File: src/sv/multi_axis_linear_interpolator_top_assert.svh
// Assertion macros shared by the interpolator modules.
// Needs clk and rst_n in the scope of the module that uses them.
`ifndef MULTI_AXIS_LINEAR_INTERPOLATOR_TOP_ASSERT_SVH
`define MULTI_AXIS_LINEAR_INTERPOLATOR_TOP_ASSERT_SVH

// same-cycle implication
`define MALI_ASSERT_IMP(lbl, ante, cons, msg) \
    lbl: assert property (@(posedge clk) disable iff (!rst_n) (ante) |-> (cons)) else $error(msg);

// next-cycle implication
`define MALI_ASSERT_NXT(lbl, ante, cons, msg) \
    lbl: assert property (@(posedge clk) disable iff (!rst_n) (ante) |=> (cons)) else $error(msg);

`endif

File: src/sv/mali_pkg.sv
// Shared types, constants and width helpers for the linear interpolator.
// No dependencies.
package mali_pkg;

    localparam int AXES_DEF      = 6;
    localparam int POS_WIDTH_DEF = 32;
    localparam int MAX_AXES      = 6;
    localparam int FIELD_W       = 32;
    localparam int LEN_W         = 35;
    localparam int AXIS_W        = 3;

    // controller states
    typedef enum logic [3:0] {
        S_IDLE, S_MSET, S_MUL, S_ACC, S_SQSET, S_SQRT, S_SQEND,
        S_DSET, S_DIV, S_WB, S_DONE
    } state_t;

    // datapath operations
    typedef enum logic [3:0] {
        OP_NONE, OP_LOAD, OP_MSET, OP_MUL, OP_ACC, OP_SQSET, OP_SQRT, OP_SQEND,
        OP_DSET, OP_DIV, OP_WB, OP_OUT
    } op_t;

    typedef struct packed {
        op_t               op;
        logic [AXIS_W-1:0] axis;
    } dp_cmd_t;

    typedef struct packed {
        logic              is_update;
        logic              out_free;
        logic [AXIS_W-1:0] n_used;
    } dp_status_t;

    // magnitude width of an axis difference
    function automatic int mag_bits(input int pw);
        return pw + 1;
    endfunction

    // multiplier operand B width: magnitude or travelled distance
    function automatic int mulb_bits(input int pw);
        return (pw + 1 > LEN_W) ? pw + 1 : LEN_W;
    endfunction

    // product / dividend width
    function automatic int prod_bits(input int pw);
        return mag_bits(pw) + mulb_bits(pw);
    endfunction

    // sum of squares width (up to eight terms)
    function automatic int sum_bits(input int pw);
        return 2 * mag_bits(pw) + 3;
    endfunction

    // square root steps, two radicand bits each
    function automatic int sqrt_steps(input int pw);
        return (sum_bits(pw) + 1) >> 1;
    endfunction

endpackage

File: src/sv/multi_axis_linear_interpolator_top.sv
// One request at a time, set by the bit-serial multiplier, root and divider; the
// next is taken in the cycle after the result loads, and a held result stalls that
// hand-over. Reset clears all positions, length 0, six axes.
module multi_axis_linear_interpolator_top #(
    parameter int AXES      = mali_pkg::AXES_DEF,
    parameter int POS_WIDTH = mali_pkg::POS_WIDTH_DEF
) (
    input  logic               clk,
    input  logic               rst_n,
    input  logic               cfg_we,
    input  logic [2:0]         cfg_wdata,
    input  logic               in_valid,
    output logic               in_ready,
    input  logic               cmd,
    input  logic signed [31:0] target_0,
    input  logic signed [31:0] target_1,
    input  logic signed [31:0] target_2,
    input  logic signed [31:0] target_3,
    input  logic signed [31:0] target_4,
    input  logic signed [31:0] target_5,
    input  logic [34:0]        travelled,
    output logic               out_valid,
    input  logic               out_ready,
    output logic signed [31:0] pos_0,
    output logic signed [31:0] pos_1,
    output logic signed [31:0] pos_2,
    output logic signed [31:0] pos_3,
    output logic signed [31:0] pos_4,
    output logic signed [31:0] pos_5,
    output logic [34:0]        path_length,
    output logic               overrun
);
    import mali_pkg::*;

    dp_cmd_t                          dcmd;
    dp_status_t                       dstat;
    logic [MAX_AXES-1:0][FIELD_W-1:0] tgt;
    logic [MAX_AXES-1:0][FIELD_W-1:0] pos;

    assign tgt = {target_5, target_4, target_3, target_2, target_1, target_0};

    mali_ctrl #(
        .POS_WIDTH (POS_WIDTH)
    ) u_ctrl (
        .clk      (clk),
        .rst_n    (rst_n),
        .in_valid (in_valid),
        .in_ready (in_ready),
        .status   (dstat),
        .cmd      (dcmd)
    );

    mali_dp #(
        .AXES      (AXES),
        .POS_WIDTH (POS_WIDTH)
    ) u_dp (
        .clk          (clk),
        .rst_n        (rst_n),
        .cfg_we       (cfg_we),
        .cfg_wdata    (cfg_wdata),
        .in_cmd       (cmd),
        .in_target    (tgt),
        .in_travelled (travelled),
        .out_ready    (out_ready),
        .out_valid    (out_valid),
        .out_pos      (pos),
        .out_len      (path_length),
        .out_ovr      (overrun),
        .cmd          (dcmd),
        .status       (dstat)
    );

    assign pos_0 = pos[0];
    assign pos_1 = pos[1];
    assign pos_2 = pos[2];
    assign pos_3 = pos[3];
    assign pos_4 = pos[4];
    assign pos_5 = pos[5];

endmodule

File: src/sv/mali_ctrl.sv
// Sequencer for the interpolator: walks the axes through multiply, root
// and divide phases. Depends on mali_pkg and the assertion header.
`include "multi_axis_linear_interpolator_top_assert.svh"

module mali_ctrl #(
    parameter int POS_WIDTH = mali_pkg::POS_WIDTH_DEF
) (
    input  logic                 clk,
    input  logic                 rst_n,
    input  logic                 in_valid,
    output logic                 in_ready,
    input  mali_pkg::dp_status_t status,
    output mali_pkg::dp_cmd_t    cmd
);
    import mali_pkg::*;

    localparam int MB = mulb_bits(POS_WIDTH);
    localparam int PW = prod_bits(POS_WIDTH);
    localparam int SQ = sqrt_steps(POS_WIDTH);
    localparam int CW = $clog2(PW + 1);

    state_t            state_reg, state_next;
    logic [AXIS_W-1:0] axis_reg, axis_next;
    logic [CW-1:0]     step_reg, step_next;

    // state and counters
    always_ff @(posedge clk or negedge rst_n)
    begin
        if (!rst_n)
        begin
            state_reg <= S_IDLE;
            axis_reg  <= '0;
            step_reg  <= '0;
        end
        else
        begin
            state_reg <= state_next;
            axis_reg  <= axis_next;
            step_reg  <= step_next;
        end
    end

    // next state and commands
    always_comb
    begin
        state_next = state_reg;
        axis_next  = axis_reg;
        step_next  = step_reg;
        in_ready   = 1'b0;
        cmd.op     = OP_NONE;
        cmd.axis   = axis_reg;
        case (state_reg)
            S_IDLE:
            begin
                in_ready = 1'b1;
                // payload captured on the accepting edge
                if (in_valid)
                begin
                    cmd.op     = OP_LOAD;
                    axis_next  = '0;
                    state_next = S_MSET;
                end
            end
            S_MSET:
            begin
                cmd.op     = OP_MSET;
                step_next  = '0;
                state_next = S_MUL;
            end
            S_MUL:
            begin
                cmd.op    = OP_MUL;
                step_next = step_reg + 1'b1;
                if (step_reg == CW'(MB - 1))
                    state_next = status.is_update ? S_DSET : S_ACC;
            end
            S_ACC:
            begin
                cmd.op = OP_ACC;
                if (axis_reg == status.n_used - 1'b1)
                    state_next = S_SQSET;
                else
                begin
                    axis_next  = axis_reg + 1'b1;
                    state_next = S_MSET;
                end
            end
            S_SQSET:
            begin
                cmd.op     = OP_SQSET;
                step_next  = '0;
                state_next = S_SQRT;
            end
            S_SQRT:
            begin
                cmd.op    = OP_SQRT;
                step_next = step_reg + 1'b1;
                if (step_reg == CW'(SQ - 1))
                    state_next = S_SQEND;
            end
            S_SQEND:
            begin
                cmd.op     = OP_SQEND;
                state_next = S_DONE;
            end
            S_DSET:
            begin
                cmd.op     = OP_DSET;
                step_next  = '0;
                state_next = S_DIV;
            end
            S_DIV:
            begin
                cmd.op    = OP_DIV;
                step_next = step_reg + 1'b1;
                if (step_reg == CW'(PW - 1))
                    state_next = S_WB;
            end
            S_WB:
            begin
                cmd.op = OP_WB;
                if (axis_reg == status.n_used - 1'b1)
                    state_next = S_DONE;
                else
                begin
                    axis_next  = axis_reg + 1'b1;
                    state_next = S_MSET;
                end
            end
            S_DONE:
            begin
                if (status.out_free)
                begin
                    cmd.op     = OP_OUT;
                    state_next = S_IDLE;
                end
            end
            default:
            begin
                state_next = S_IDLE;
            end
        endcase
    end

    `MALI_ASSERT_IMP(a_axis_range, (state_reg == S_MSET), (axis_reg < status.n_used), "axis beyond active count")
    `MALI_ASSERT_NXT(a_load_to_mset, (state_reg == S_IDLE && in_valid), (state_reg == S_MSET), "load not followed by setup")
    `MALI_ASSERT_IMP(a_sqrt_on_start, (state_reg == S_SQSET), (!status.is_update), "root taken on update")

endmodule

File: src/sv/mali_dp.sv
// Datapath: position state, serial multiplier, square root and divider,
// output register. Depends on mali_pkg and the assertion header.
`include "multi_axis_linear_interpolator_top_assert.svh"

module mali_dp #(
    parameter int AXES      = mali_pkg::AXES_DEF,
    parameter int POS_WIDTH = mali_pkg::POS_WIDTH_DEF
) (
    input  logic                                                 clk,
    input  logic                                                 rst_n,
    input  logic                                                 cfg_we,
    input  logic [2:0]                                           cfg_wdata,
    input  logic                                                 in_cmd,
    input  logic [mali_pkg::MAX_AXES-1:0][mali_pkg::FIELD_W-1:0] in_target,
    input  logic [mali_pkg::LEN_W-1:0]                           in_travelled,
    input  logic                                                 out_ready,
    output logic                                                 out_valid,
    output logic [mali_pkg::MAX_AXES-1:0][mali_pkg::FIELD_W-1:0] out_pos,
    output logic [mali_pkg::LEN_W-1:0]                           out_len,
    output logic                                                 out_ovr,
    input  mali_pkg::dp_cmd_t                                    cmd,
    output mali_pkg::dp_status_t                                 status
);
    import mali_pkg::*;

    localparam int MW  = mag_bits(POS_WIDTH);
    localparam int MB  = mulb_bits(POS_WIDTH);
    localparam int PW  = prod_bits(POS_WIDTH);
    localparam int SW  = sum_bits(POS_WIDTH);
    localparam int SQ  = sqrt_steps(POS_WIDTH);
    localparam int AIW = $clog2(AXES);
    localparam logic [LEN_W-1:0] LEN_MAX = '1;

    // architectural state
    logic signed [POS_WIDTH-1:0] start_reg [AXES];
    logic signed [POS_WIDTH-1:0] goal_reg  [AXES];
    logic signed [POS_WIDTH-1:0] cur_reg   [AXES];
    logic [LEN_W-1:0]            len_reg;
    logic [2:0]                  axes_reg;

    // request working registers
    logic               mode_reg;
    logic [LEN_W-1:0]   trav_reg;
    logic               ovr_reg;
    logic               neg_reg;
    logic [MW-1:0]      mula_reg;
    logic [MB-1:0]      mulb_reg;
    logic [PW-1:0]      acc_reg;
    logic [SW-1:0]      sum_reg;
    logic [2*SQ-1:0]    rad_reg;
    logic [SQ+1:0]      srem_reg;
    logic [SQ-1:0]      root_reg;
    logic [PW-1:0]      num_reg;
    logic [LEN_W-1:0]   drem_reg;
    logic [MW-1:0]      quo_reg;

    // output register
    logic                             oval_reg;
    logic [MAX_AXES-1:0][FIELD_W-1:0] opos_reg;
    logic [LEN_W-1:0]                 olen_reg;
    logic                             oovr_reg;

    logic [2:0]             n_used;
    logic [AIW-1:0]         ax;
    logic signed [MW-1:0]   diff;
    logic [MW-1:0]          mag;
    logic [SQ+3:0]          srem_sh;
    logic [SQ+3:0]          strial;
    logic [LEN_W:0]         drem_sh;
    logic [SQ+LEN_W-1:0]    root_ext;
    logic [POS_WIDTH-1:0]   qn;
    logic                   len_zero;

    // clamp the axis count
    always_comb
    begin
        if (axes_reg < 3'd2)
            n_used = 3'd2;
        else if (axes_reg > 3'(AXES))
            n_used = 3'(AXES);
        else
            n_used = axes_reg;
    end

    assign ax       = cmd.axis[AIW-1:0];
    assign diff     = MW'(goal_reg[ax]) - MW'(start_reg[ax]);
    assign mag      = diff[MW-1] ? MW'(-diff) : MW'(diff);
    assign srem_sh  = {srem_reg, rad_reg[2*SQ-1 -: 2]};
    assign strial   = {2'b00, root_reg, 2'b01};
    assign drem_sh  = {drem_reg, num_reg[PW-1]};
    assign root_ext = (SQ + LEN_W)'(root_reg);
    assign len_zero = (len_reg == '0);
    assign qn       = len_zero ? '0 : POS_WIDTH'(quo_reg);

    assign status.is_update = mode_reg;
    assign status.out_free  = !oval_reg || out_ready;
    assign status.n_used    = n_used;

    // configuration register
    always_ff @(posedge clk or negedge rst_n)
    begin
        if (!rst_n)
            axes_reg <= 3'd6;
        else if (cfg_we)
            axes_reg <= cfg_wdata;
    end

    // positions and path length
    always_ff @(posedge clk or negedge rst_n)
    begin
        if (!rst_n)
        begin
            for (int i = 0; i < AXES; i++)
            begin
                start_reg[i] <= '0;
                goal_reg[i]  <= '0;
                cur_reg[i]   <= '0;
            end
            len_reg <= '0;
        end
        else
        begin
            if (cmd.op == OP_LOAD && !in_cmd)
            begin
                for (int i = 0; i < AXES; i++)
                begin
                    start_reg[i] <= cur_reg[i];
                    if (3'(i) < n_used)
                        goal_reg[i] <= POS_WIDTH'($signed(in_target[i]));
                    else
                        goal_reg[i] <= cur_reg[i];
                end
            end
            if (cmd.op == OP_SQEND)
                len_reg <= (root_ext > (SQ + LEN_W)'(LEN_MAX)) ? LEN_MAX
                                                               : LEN_W'(root_reg);
            if (cmd.op == OP_WB)
                cur_reg[ax] <= neg_reg ? start_reg[ax] - $signed(qn)
                                       : start_reg[ax] + $signed(qn);
        end
    end

    // control flags of the request in progress
    always_ff @(posedge clk or negedge rst_n)
    begin
        if (!rst_n)
        begin
            mode_reg <= 1'b0;
            ovr_reg  <= 1'b0;
            oval_reg <= 1'b0;
        end
        else
        begin
            if (cmd.op == OP_LOAD)
            begin
                mode_reg <= in_cmd;
                ovr_reg  <= in_cmd && (in_travelled > len_reg);
            end
            if (cmd.op == OP_OUT)
                oval_reg <= 1'b1;
            else if (out_ready)
                oval_reg <= 1'b0;
        end
    end

    // arithmetic units
    always_ff @(posedge clk)
    begin
        case (cmd.op)
            OP_LOAD:
            begin
                trav_reg <= (in_travelled > len_reg) ? len_reg : in_travelled;
                sum_reg  <= '0;
            end
            OP_MSET:
            begin
                neg_reg  <= diff[MW-1];
                mula_reg <= mag;
                mulb_reg <= mode_reg ? MB'(trav_reg) : MB'(mag);
                acc_reg  <= '0;
            end
            OP_MUL:
            begin
                acc_reg  <= (acc_reg << 1) + (mulb_reg[MB-1] ? PW'(mula_reg) : '0);
                mulb_reg <= mulb_reg << 1;
            end
            OP_ACC:
            begin
                sum_reg <= sum_reg + SW'(acc_reg);
            end
            OP_SQSET:
            begin
                rad_reg  <= (2*SQ)'(sum_reg);
                srem_reg <= '0;
                root_reg <= '0;
            end
            OP_SQRT:
            begin
                rad_reg <= rad_reg << 2;
                if (srem_sh >= strial)
                begin
                    srem_reg <= (SQ+2)'(srem_sh - strial);
                    root_reg <= {root_reg[SQ-2:0], 1'b1};
                end
                else
                begin
                    srem_reg <= (SQ+2)'(srem_sh);
                    root_reg <= {root_reg[SQ-2:0], 1'b0};
                end
            end
            OP_DSET:
            begin
                num_reg  <= acc_reg;
                drem_reg <= '0;
                quo_reg  <= '0;
            end
            OP_DIV:
            begin
                num_reg <= num_reg << 1;
                if (drem_sh >= {1'b0, len_reg})
                begin
                    drem_reg <= LEN_W'(drem_sh - {1'b0, len_reg});
                    quo_reg  <= {quo_reg[MW-2:0], 1'b1};
                end
                else
                begin
                    drem_reg <= LEN_W'(drem_sh);
                    quo_reg  <= {quo_reg[MW-2:0], 1'b0};
                end
            end
            OP_OUT:
            begin
                for (int i = 0; i < MAX_AXES; i++)
                begin
                    if (i < AXES)
                        opos_reg[i] <= FIELD_W'(cur_reg[i]);
                    else
                        opos_reg[i] <= '0;
                end
                olen_reg <= len_reg;
                oovr_reg <= ovr_reg;
            end
            default:
            begin
            end
        endcase
    end

    assign out_valid = oval_reg;
    assign out_pos   = opos_reg;
    assign out_len   = olen_reg;
    assign out_ovr   = oovr_reg;

    `MALI_ASSERT_IMP(a_ovr_update, ovr_reg, mode_reg, "overrun flagged on a start request")
    `MALI_ASSERT_IMP(a_trav_clamped, (cmd.op == OP_WB), (trav_reg <= len_reg), "travelled not clamped")
    `MALI_ASSERT_NXT(a_out_loaded, (cmd.op == OP_OUT), oval_reg, "result not presented")

endmodule

File: config.mk
export PLATFORM = sky130hd
export DESIGN_NAME = multi_axis_linear_interpolator_top
export DESIGN_NICKNAME = d
export VERILOG_FILES = /design/src/sv/mali_pkg.sv /design/src/sv/multi_axis_linear_interpolator_top.sv /design/src/sv/mali_ctrl.sv /design/src/sv/mali_dp.sv
export VERILOG_INCLUDE_DIRS = /design/src /design/src/sv
export SDC_FILE = /design/constraint.sdc
export NUM_CORES = 2
export LEC_CHECK = 0
export BUFFER_PORTS_ARGS = -buffer_cell sky130_fd_sc_hd__buf_2
export CAP_MARGIN = 20
export CORE_ASPECT_RATIO = 1.2
export CORE_MARGIN = 3
export CORE_UTILIZATION = 59
export DETAILED_ROUTE_END_ITERATION = 16
export GPL_TIMING_DRIVEN = 1
export PLACE_DENSITY = 0.78
export SKIP_CTS_REPAIR_TIMING = 1
export SLEW_MARGIN = 25
export SYNTH_ARGS = -nofsm -noshare
export SYNTH_HDL_FRONTEND = slang
export SYNTH_SLANG_ARGS = --single-unit
File: constraint.sdc
create_clock -name clk -period 18.8 [get_ports clk]
set_clock_uncertainty 0.05 [all_clocks]
set_input_delay 2.82 -clock clk [delete_from_list [all_inputs] [get_ports clk]]
set_output_delay 2.82 -clock clk [all_outputs]
set_load 0.005 [all_outputs]
==> summary.md <==
| Metric | Value |
|---|---|
| Dpl hpwl | around 140000 µm |
| Synthesized area | between 0.07 and 0.08 mm² |
| Total GRT Usage | 31.7% |
| Die area | 0.123 mm² |
| Top FF cell, synth | edfxtp_1 |
| CP Buf/Inv Count | 2 |
| Crit path from | u_dp.len_reg[28]$_DFFE_PN0N_ |
| Fin nets | 7227 |
| R2r endpoint | u_dp.cur_reg[30]$_DFFE_PN0P_ |
| Max Slew Vio Count | 0 |
| Avg WL per Cell | around 24 µm |
| Detailed Route WL | 197000 µm |
| Syn Inst Count | 6337 |
| First-pass GRT wire length | 300000 µm |
| Worst path cell trace | nor4_1 -> nand4_1 -> nor2_1 -> nand4_1 -> buf_4 -> and2_1 -> inv_1 -> ha_1 -> a21oi_1 -> o22a_1 -> ha_1 -> or3_1 -> o21bai_1 -> a31oi_1 -> o41ai_1 -> o21ai_1 -> o211ai_1 -> a2111oi_0 -> o31ai_1 -> a21oi_1 -> xnor2_1 -> mux2_2 |
| Die width | ~320 µm |
| Syn nets | roughly 7000 |
| Vias | about 52000 |
| Largest cells by area after synthesis | edfxtp_1 (32%), dfrtp_1 (22%), mux2_2 (6.6%) |
| Max Freq | 0.143 GHz |
| Number of buffers created by CTS | 139 |
| Layout cells sized above 1 | approximately 18% |
| Power share of the combinational group | under 10% |
| # DRC | 0 |
| # setup viols final | 0 |
| Placed Cells | between 8000 and 9000 |
| Fin crit share | between 30% and 40% |
| Sequential cell area fraction in the yosys report | a little over half |
| HP Class | reg -> reg |
| Vias per Instance | between 6 and 7 |
| Crit path DAT | 7.57 ns |
| Flop pwr share | between 50% and 60% |
| Die Y | about 380 µm |
| Status | finished, final reports clean |
| R2r startpoint | u_dp.len_reg[28]$_DFFE_PN0N_ |
| Clock sinks | 1377 |
| H-tree levels | 4 |
| Core Footprint | roughly 0.12 mm² |
| Slowest stage cell, crit path | a2111oi_0 |
| Slew margin rel. | 28.4% |
| Clock Latency Late Sink | about 0.80 ns |
| Number of non-filler instances in the completed layout | between 8000 and 9000 |
| Gr ovfl total | 0 |
| CP Capture Point | u_dp.cur_reg[30]$_DFFE_PN0P_ |
| IO Count | roughly 470 |
| CP Launch Type | register |
| WP depth | 22 |
| Critical path class | reg -> reg |
| Area occupied by multi-input gates | approximately 0.03 mm² |
| Clock-pin slew on the worst setup and hold paths | around 0.06 ns |
| Crit path largest cell delay | a little under 0.8 ns |
| Hold depth | 0 |
| Initial antenna violation count | 7 |
| Initial Util | approximately 60% |
| DR pass1 iterations | 6 |
| Final min period | 6.97 ns |
| PwrDens | about 80 mW/mm² |
| Cell-internal power | approximately 4.9 mW |
| Critical path capture point type | register |
| Sw Share | a little over a fifth |
| Number of buffers inserted by port buffering | about 470 |
| Site Rows | between 100 and 150 |
| Maximum vdd ir drop | between 0.09 and 0.1 mV |
| Antenna-violating nets left | 0 |
| Fin Setup TNS | 0 ns |
| Clock network power share | a little under half |
| Clock Tree Buf Depth | 3 |
| Synth Register Bits | approximately 1400 |
| RSZ-0062 raised after global routing | false |
| Cell taking the most area after synthesis | edfxtp_1 |
| Largest net degree at the start of global routing | 207 |
| Leakage power | ~33 nW |
| Clock Root Buffer | clkbuf_16 |
| Synth-to-Final Area Change | 12.4% |
| Worst-Margin Slew | about 1.1 ns |
| Vias in the first global route | ~52000 |
| Worst hold start | u_dp.cur_reg[190]$_DFFE_PN0P_ |
| Cells on worst reg2reg path | 22 |
| Reg2Reg Setup Slack | 11.83 ns |
| FF/Latch Area | 0.0382 mm² |
| Post-synth EDFFs | around 750 |
| Maxcap violations | 0 |
| CP required | 19.39 ns |
| Final Wtd Congestion | between 0.9 and 1 |
| Post-synth ARST share | 45.8% |
| DRT iter0 DRCs | approximately 5000 |
| Crit-path max FO | 45 |
| Yosys top cell area share | about a third |
| Synth unique cells | 82 |
| Fin. Hold Viols | 0 |
| Delay-heaviest family, CP | compound AO/OA/AOI/OAI gates |
| Total net switching power | around 1.3 mW |
| Syn. warnings | 0 |
| CTS tree | done |
| Synthesized area per cell | approximately 11 µm² |
| Filler Cells Inserted | 8621 |
-- metrics by stage --
stage | utilization [%] | power, mW | hold slack, ns | worst slack (ns) | instance area, µm²
final | 67.2 | 6.21 | 0.406 | 11.83 | 78700
after CTS | 67.1 | 6.24 | 0.416 | 12.03 | 78600
after floorplan | - | 3.28 | 0.375 | 6.43 | 70000
after detailed placement | 63.1 | 3.37 | 0.409 | 12.06 | 73800
after global routing | 67.2 | 6.36 | 0.420 | 11.56 | 78600
after global placement | 63.0 | 3.37 | 0.398 | 12.29 | 73800
-- layout by cell type (no fill, tap or decap), types with 26 or more instances in the layout --
| cell | Yosys | final |
|---|---|---|
| o21bai_1 | 32 | 31 |
| xor2_1 | 110 | 110 |
| mux2i_1 | 207 | 207 |
| a211oi_1 | 38 | 38 |
| nor2b_1 | 42 | 41 |
| nand2b_1 | 47 | 45 |
| o21ai_0 | 230 | 229 |
| a31oi_1 | 35 | 35 |
| o21a_1 | 45 | 45 |
| nor3_1 | 85 | 80 |
| a21oi_1 | 485 | 485 |
| clkbuf_16 | 0 | 147 |
| a221oi_1 | 40 | 40 |
| inv_1 | 185 | 184 |
| edfxtp_1 | 746 | 746 |
| mux2_2 | 409 | 409 |
| nand2_1 | 786 | 777 |
| a22oi_1 | 161 | 161 |
| ha_1 | 278 | 278 |
| nand4_1 | 54 | 54 |
| clkinv_2 | 0 | 26 |
| nand3_1 | 102 | 102 |
| buf_2 | 0 | 465 |
| nor2_1 | 556 | 550 |
| clkbuf_1 | 276 | 31 |
| a21o_1 | 145 | 145 |
| and2_1 | 86 | 86 |
| and3_1 | 40 | 40 |
| xnor2_1 | 159 | 159 |
| dfrtp_1 | 629 | 628 |
| buf_4 | 0 | 57 |
-- cell type report --
type | count | area share [%]
repair buffers | 533 | 3.74
well taps | 1529 | 2.43
inverters | 185 | 0.883
clock buffers | 193 | 5.09
diodes | 2 | 0.00636
flip-flops and latches | 1377 | 48.6
clock inverters | 61 | 0.958
multi-input cells | 4472 | 38.3
-- cell families after synthesis --
family	share of synthesized area (%)
AO/OA/AOI/OAI	12.4
XOR/XNOR	3.39
adder cells (fa/ha/maj)	5.11
buffers and inverters	2.62
flip-flops	54.6
multiplexers	9.54
AND/OR/NAND/NOR	12.4
-- Yosys cell counts (11+ instances only) --
library cell	n
a21oi_1	485
a21o_1	145
clkbuf_1	276
and2_1	86
nor2_1	556
a221oi_1	40
o21bai_1	32
nor4b_1	12
o31ai_1	21
or3_1	26
nor4_1	25
nor3b_1	13
xnor2_1	159
a211oi_1	38
nand4_1	54
xor2_1	110
mux2_2	409
o21a_1	45
and4_1	11
inv_1	185
a21boi_0	12
mux2i_1	207
o211ai_1	16
a31oi_1	35
a22oi_1	161
nor2b_1	42
and3_1	40
nand3_1	102
nor3_1	85
ha_1	278
nand2b_1	47
nand2_1	786
edfxtp_1	746
o21ai_0	230
buf_1	27
dfrtp_1	629
or2_2	15
-- worst register-to-register path: stages, from the launching register on --
cell,delay (ns)
dfrtp_1,0.41
nor4_1,0.52
nand4_1,0.20
nor2_1,0.24
nand4_1,0.20
buf_4,0.33
and2_1,0.27
inv_1,0.06
ha_1,0.48
a21oi_1,0.12
o22a_1,0.22
ha_1,0.21
or3_1,0.42
o21bai_1,0.18
a31oi_1,0.62
o41ai_1,0.26
o21ai_1,0.26
o211ai_1,0.18
a2111oi_0,0.79
o31ai_1,0.16
a21oi_1,0.20
xnor2_1,0.16
mux2_2,0.29
-- how the worst min path moves through the flow --
stage | to | slack [ns]
after floorplan | u_dp.out_ovr$_DFFE_PP_ | 0.37
after global routing | u_dp.out_pos[30]$_DFFE_PP_ | 0.42
final | u_dp.out_pos[30]$_DFFE_PP_ | 0.41
after global placement | u_dp.out_pos[29]$_DFFE_PP_ | 0.40
after detailed placement | u_dp.out_pos[15]$_DFFE_PP_ | 0.41
after CTS | u_dp.out_pos[30]$_DFFE_PP_ | 0.42
-- power by group through the flow --
stage | combinational [mW] | clock (mW) | sequential, mW
2_1_floorplan | 0.0610 | 0 | 3.22
3_3_place_gp | 0.145 | 0 | 3.22
3_5_place_dp | 0.147 | 0 | 3.22
4_1_cts | 0.148 | 2.93 | 3.16
5_1_grt | 0.159 | 3.04 | 3.16
6_report | 0.149 | 2.90 | 3.16
-- per-layer routing --
metal  track usage (%)  up-vias  routed length [µm]
li1                  -    23700                   -
met1              40.5    25800               77200
met2              52.6     2213               95000
met3              5.65      469               15000
met4              15.1       10                9730
met5                 0        -                  58
(Power assumes the default switching activity.)
